**src/cdt_pkg.sv**
```systemverilog
// Shared types and constants for the connection demux table.
package cdt_pkg;

   localparam int REQ_TDATA_W = 104;
   localparam int RSP_TDATA_W = 8;

   typedef enum logic [1:0] {
      REQ_LOOKUP = 2'd0,
      REQ_INSERT = 2'd1,
      REQ_REMOVE = 2'd2
   } req_kind_type;

   typedef enum logic [1:0] {
      MATCH_MISS   = 2'd0,
      MATCH_EXACT  = 2'd1,
      MATCH_LISTEN = 2'd2
   } match_kind_type;

   typedef enum logic [2:0] {
      ST_IDLE,
      ST_DISPATCH,
      ST_LOOKUP,
      ST_DRAIN,
      ST_INSERT,
      ST_DONE
   } ctrl_state_type;

   typedef struct packed {
      logic [31:0] local_addr;
      logic [15:0] local_port;
      logic [31:0] remote_addr;
      logic [15:0] remote_port;
   } entry_type;

   typedef struct packed {
      logic capture;
      logic lk_step;
      logic ins_step;
      logic ins_write;
      logic rm_clear;
      logic finish;
   } cmd_type;

   typedef struct packed {
      req_kind_type op;
      logic         idx_last;
      logic         slot_free;
      logic         out_free;
   } stat_type;

endpackage

```
**src/cdt_ctrl.sv**
```systemverilog
// Request sequencer for the connection demux table.
module cdt_ctrl
   import cdt_pkg::*;
(
   input  logic     clock,
   input  logic     reset,
   input  logic     req_tvalid,
   output logic     req_tready,
   input  stat_type stat,
   output cmd_type  cmd
);

   ctrl_state_type state_ff, state_in;

   always_ff @(posedge clock) begin
      if (reset) begin
         state_ff <= ST_IDLE;
      end else begin
         state_ff <= state_in;
      end
   end

   always_comb begin
      state_in   = state_ff;
      cmd        = '0;
      req_tready = 1'b0;
      unique case (state_ff)
         ST_IDLE: begin
            req_tready = 1'b1;
            if (req_tvalid) begin
               cmd.capture = 1'b1;
               state_in    = ST_DISPATCH;
            end
         end
         ST_DISPATCH: begin
            case (stat.op)
               REQ_LOOKUP: state_in = ST_LOOKUP;
               REQ_INSERT: state_in = ST_INSERT;
               REQ_REMOVE: begin
                  cmd.rm_clear = 1'b1;
                  state_in     = ST_DONE;
               end
               default: state_in = ST_DONE;
            endcase
         end
         ST_LOOKUP: begin
            cmd.lk_step = 1'b1;
            if (stat.idx_last) begin
               state_in = ST_DRAIN;
            end
         end
         ST_DRAIN: begin
            // The compare for the last slot lands in this cycle.
            state_in = ST_DONE;
         end
         ST_INSERT: begin
            if (stat.slot_free) begin
               cmd.ins_write = 1'b1;
               state_in      = ST_DONE;
            end else if (stat.idx_last) begin
               state_in = ST_DONE;
            end else begin
               cmd.ins_step = 1'b1;
            end
         end
         ST_DONE: begin
            if (stat.out_free) begin
               cmd.finish = 1'b1;
               state_in   = ST_IDLE;
            end
         end
         default: state_in = ST_IDLE;
      endcase
   end

endmodule

```
**config.mk**
```make
export PLATFORM = sky130hd
export DESIGN_NAME = cdt_ctrl
export DESIGN_NICKNAME = d
export VERILOG_FILES = /design/src/cdt_pkg.sv /design/src/cdt_ctrl.sv
export SDC_FILE = /design/constraint.sdc
export NUM_CORES = 1
export LEC_CHECK = 0
export BUFFER_PORTS_ARGS = -buffer_cell sky130_fd_sc_hd__buf_2
export CORE_AREA = 5 5 42 44
export CTS_CLUSTER_DIAMETER = 150
export DETAILED_ROUTE_END_ITERATION = 10
export DIE_AREA = 0 0 47 49
export SETUP_SLACK_MARGIN = 0.15
export SYNTH_ARGS = -nofsm -noshare
export SYNTH_HDL_FRONTEND = slang
export SYNTH_SLANG_ARGS = --single-unit
export TNS_END_PERCENT = 10
```
**constraint.sdc**
```tcl
create_clock -name clock -period 1.4 [get_ports clock]
set_input_delay 0.07 -clock clock [delete_from_list [all_inputs] [get_ports clock]]
set_output_delay 0.07 -clock clock [all_outputs]
set_load 0.05 [all_outputs]
```
# == Word-level counts from Yosys, hierarchy flattened ==
# Cells that the tools add are included.
# classes
eq_ne,11
muxes,19
n_reduce_logical,3
# op_table
operator,count
$pmux 3 s6,1
$mux 3,5
$mux 1,11
$eq 3x2->1 const B,2
$eq 3x3->1 const B,2
$ne 2x2->1 const B,3
$pmux 3 s2,1
$reduce_and 4->1,1
$eq 3x1->1 const B,1
$logic_not 3->1,1
$ne 3x3->1 const B,1
$eq 2x1->1 const B,1
$eq 2x2->1 const B,1
$logic_not 2->1,1
$mux 2,1
# word_totals
ff_bits,3
inputBits,8
out_inout_bits,7
wordCells,34

# == Longest topological paths before layout ==
# logic_depth
depth_word,3
mapped_depth,4
depth_no_buf,3

# == Worst setup path after synthesis ==
# No wires, ideal clock.
# synth_timing
path_kind,register -> output
start,reg state_ff[1]
end,out cmd[5] in the netlist's numbering
t_arrival_ns,2.114
t_required_ns,1.330
setup_slack_ns,-0.784
stages_incl_launch_ff,4
path_buffers,1
path_cell_list,dfxtp_1 -> buf_2 -> nor3_1 -> and2_1
# synth_rtl
item,line,rtl
"start, declared",cdt_ctrl.sv:13,"ctrl_state_type state_ff, state_in;"
"start signal, assigned",cdt_ctrl.sv:19,state_ff <= state_in;
"end, declared",cdt_ctrl.sv:10,output cmd_type cmd

==> metrics.sh <==
WORST-PATH-MAX-FANOUT=10
CTS-ROOT-BUF='sky130_fd_sc_hd__clkbuf_4'
CRITPATHTOPFAMILY='simple AND/OR/NAND/NOR gates'
RUN_STATUS='completed'
FIN_CRIT_NS=1.25
WIRE_LENGTH_OF_THE_FIRST_GLOBAL_ROUTING_PASS_UM=1170
MAXSLEWHEADROOM_PCT=81.9
FINISH.UTILIZATION_PCT=29.3
TIMING.CRITICAL_PATH.SLOWEST_STAGE_CELL='sky130_fd_sc_hd__dfxtp_2'
DIE-AREA_SQ_UM=2300
FINAL_MAX_SLEW_VIOL_COUNT=0
P_INT_uW=277
CLOCK_LATENCY_NS=0.23
POWER_DENSITY_nW_PER_UM2=1090
WORSTPATHREQUIRED_NS=1.33
MAX_CLOCK_FREQ_GHz=0.802
SYNTH.CELLS.MOST_FREQUENT='4 x sky130_fd_sc_hd__nor2_1, 4 x sky130_fd_sc_hd__nor3_1, 3 x sky130_fd_sc_hd__dfxtp_1'
POSTSYNTHREGISTERBITS=3
HOLDWS_NS=0.0391
RSZ0062_AT_GRT='yes'
PLACEDCELLCOUNT=57
WORST_IR_DROP_VDD_mV=0.321
AREA_GROWTH_SYN_TO_LAYOUT_PCT=80.2
DOMINANTREGCELLSYNTH='sky130_fd_sc_hd__dfxtp_1'
DRTITER0DRC=1
NETLIST.TOP_CELL.BY_AREA='sky130_fd_sc_hd__dfxtp_1'
DIE_Y_UM=49
CTS_TREE='yes'
WORST_PIN_SLEW_NS=0.270
GRT_OVERFLOW=0
CTS_POST_SETUP_BUFFERS_INSERTED=0
CRITPATHCAPTURETYPE='primary output'
NUMCTSBUFFERS=3
PLACE.DETAILED.HPWL_UM=542
MAXIMUM_NUMBER_OF_PINS_ON_ONE_NET_BEFORE_GLOBAL_ROUTE_REPAIR=12
NETLIST_AREA_BEFORE_PLACEMENT_SQ_UM=228
TOTAL_SWITCHING_POWER_uW=169
CLK_PIN_SLEW_WORST_PATHS_NS=0.03
LAYOUT.NETS=54
CTSHOLDBUFFERS=0
CAP_VIOL_MAX_COUNT=0
REG_TOP3='state_ff (3)'
SYNTH_FP_NETS=36
DESIGN.CORE.AREA_SQ_UM=1400
FINAL_DESIGN_AREA_NO_FILL_SQ_UM=410
PATH_BUF_INV=1
YOSYS.CELL_TYPES.COUNT=17
CRITICAL_PATH.REG2REG.ENDPOINT='state_ff[2]'
VIA_PER_INST=4.25
AVGROUTEDWIREPERCELL_UM=11.4
N_ANTENNA_CELL=0
CP-START-KIND='flop'
HOLD_START='reset'
CRITICAL-PATH-MAX-STAGE-DELAY_NS=0.36
PLACEMENT.IO_BUFFERS=14
SWITCH_SHARE_PCT=37.9
TIMING.CLOCK.SKEW_NS=0.00199
DIE_WIDTH_UM=47
MIN_TO='state_ff[1]'
LARGEST-REGISTER='state_ff'
DRIVE_GT1_SHARE_PCT=62.2
P_SEQ_SHARE_PCT=27.6
POST_SYNTH_EDFFS=0
COMBINATIONALPOWERSHARE_PCT=39.3
REG2REGPATHDEPTH=3
DRT_WL_TOTAL_UM=696
PLACED_CELL_AREA_SQ_UM=339
LAYOUTNONFILLERINSTCOUNT=61
LAYOUT.AREA.SEQ_SQ_UM=66.3
MAX-CLOCK-PATH-BUFFERS=2
NUM-FILL-CELLS=159
TRACK_USAGE_PCT=7.88
SYNTH_SEQUENTIAL_AREA_RATIO_PCT=26.4
WORSTHOLDPATHTYPE='input port to flop'
PATH_CELLS='nand2b_4, nor4_4, buf_6'
POST_SYNTH_MAIN_AREA_CONTRIBUTORS='sky130_fd_sc_hd__dfxtp_1 26%, sky130_fd_sc_hd__mux2i_1 8.8%, sky130_fd_sc_hd__nor3_1 8.8%'
INITIAL_UTILIZATION_PCT=16.2
DRT_PASS1_ITERATIONS=2
WORST-R2R-SETUP-SLACK_NS=0.34
ROUTE.ANTENNA.REMAINING_NETS=0
FINALCRITPERIODSHARE_PCT=89.1
GRT_PASS1_VIAS=265
SYNTH_AREA_PER_CELL_SQ_UM=8.13
LARGEST_REGISTER_FF_COUNT=3
YS_WARN_COUNT=0
FINALHOLDVIOLATIONS=0
POST_SYNTH_INST_COUNT=28
GP_CONGESTION=0.775
IO_PINS=15
ROUTE.DETAILED.DRC=0
COUNT_OF_VIAS_PLACED_BY_THE_DETAILED_ROUTER=259
ASYNC_FLOP_SHARE_PCT=0
SHARE_CLK_OF_TOTAL_POWER_PCT=33.2
POWER.STATIC_LEAKAGE_nW=0.175
NUMBER_OF_H_TREE_LEVELS=1
SYNTHDOMINANTCELLAREASHARE_PCT=26.4
GRT_ANTENNA_BEFORE_REPAIR=0
FP-ROW-COUNT=14
CRITICAL_PATH_ARRIVAL_NS=1.18
TIMING.SETUP.CRITICAL_PATH_CLASS='flop to primary output'
CTS_SINKS=3
MULTI_INPUT_COMB_AREA_SQ_UM=191
R2R-START='state_ff[1]'
MIN_PATH_CELLS=2
SETUP_VIOL=0
worst max path at each step:
stage / end / cells after the start / from
6_report: cmd[3] / 3 / state_ff[1]
5_1_grt: cmd[3] / 3 / state_ff[1]
4_1_cts: cmd[3] / 2 / state_ff[0]
3_5_place_dp: state_ff[0] / 3 / state_ff[0]
3_3_place_gp: state_ff[0] / 3 / state_ff[0]
2_1_floorplan: cmd[5] / 3 / state_ff[1]
power by group through the flow:
stage / Clock [mW] / Sequential [mW] / Combinational (mW)
final: 0.148 / 0.123 / 0.175
after global routing: 0.162 / 0.126 / 0.188
after CTS: 0.153 / 0.123 / 0.176
after detailed placement: 0 / 0.119 / 0.152
after global placement: 0 / 0.119 / 0.150
after floorplan: 0 / 0.106 / 0.130
area by class of cell:
type / count / share of cell area, %
Sequential cell: 3 / 16.2
Clock buffer: 4 / 6.40
Multi-Input combinational cell: 23 / 46.6
Tap cell: 16 / 4.88
Timing Repair Buffer: 15 / 25.9
metal layers:
layer,global-route usage [%],wire [um]
met4,8.29,25
met1,8.99,305
met5,0,0
met3,3.32,64
met2,9.95,301
metrics by stage:
stage	power, mW	setup slack (ns)	setup TNS (ns)
floorplan	0.236	-0.0910	-0.211
global placement	0.269	0.139	0
detailed placement	0.272	0.0976	0
CTS	0.452	0.131	0
global route	0.476	0.0955	0
finish	0.446	0.153	0
cell families after synthesis:
| group | count (synthesis) | share of synthesized area (%) |
|---|---|---|
| and+or+nand+nor | 18 | 48.9 |
| DFF | 3 | 26.4 |
| buffers and inverters | 2 | 7.14 |
| muxes | 2 | 8.79 |
| AOI/OAI and AO/OA | 3 | 8.79 |
cell usage in the layout (no fill, tap or decap), types with 2 or more instances in the layout:
master and instances:
sky130_fd_sc_hd__clkbuf_4 3, sky130_fd_sc_hd__nor2_1 4, sky130_fd_sc_hd__buf_6 3, sky130_fd_sc_hd__dfxtp_2 2
sky130_fd_sc_hd__buf_2 10, sky130_fd_sc_hd__nor3b_2 2, sky130_fd_sc_hd__mux2i_1 2, sky130_fd_sc_hd__a21oi_1 2
sky130_fd_sc_hd__nor3_1 3
repair_timing:
item                                    in CTS  in global routing
endpoints found under the setup margin       8                  7
resized for setup                           15                  1
pin swaps                                    1                  2
Note: power is estimated with default switching activity, not from simulation.
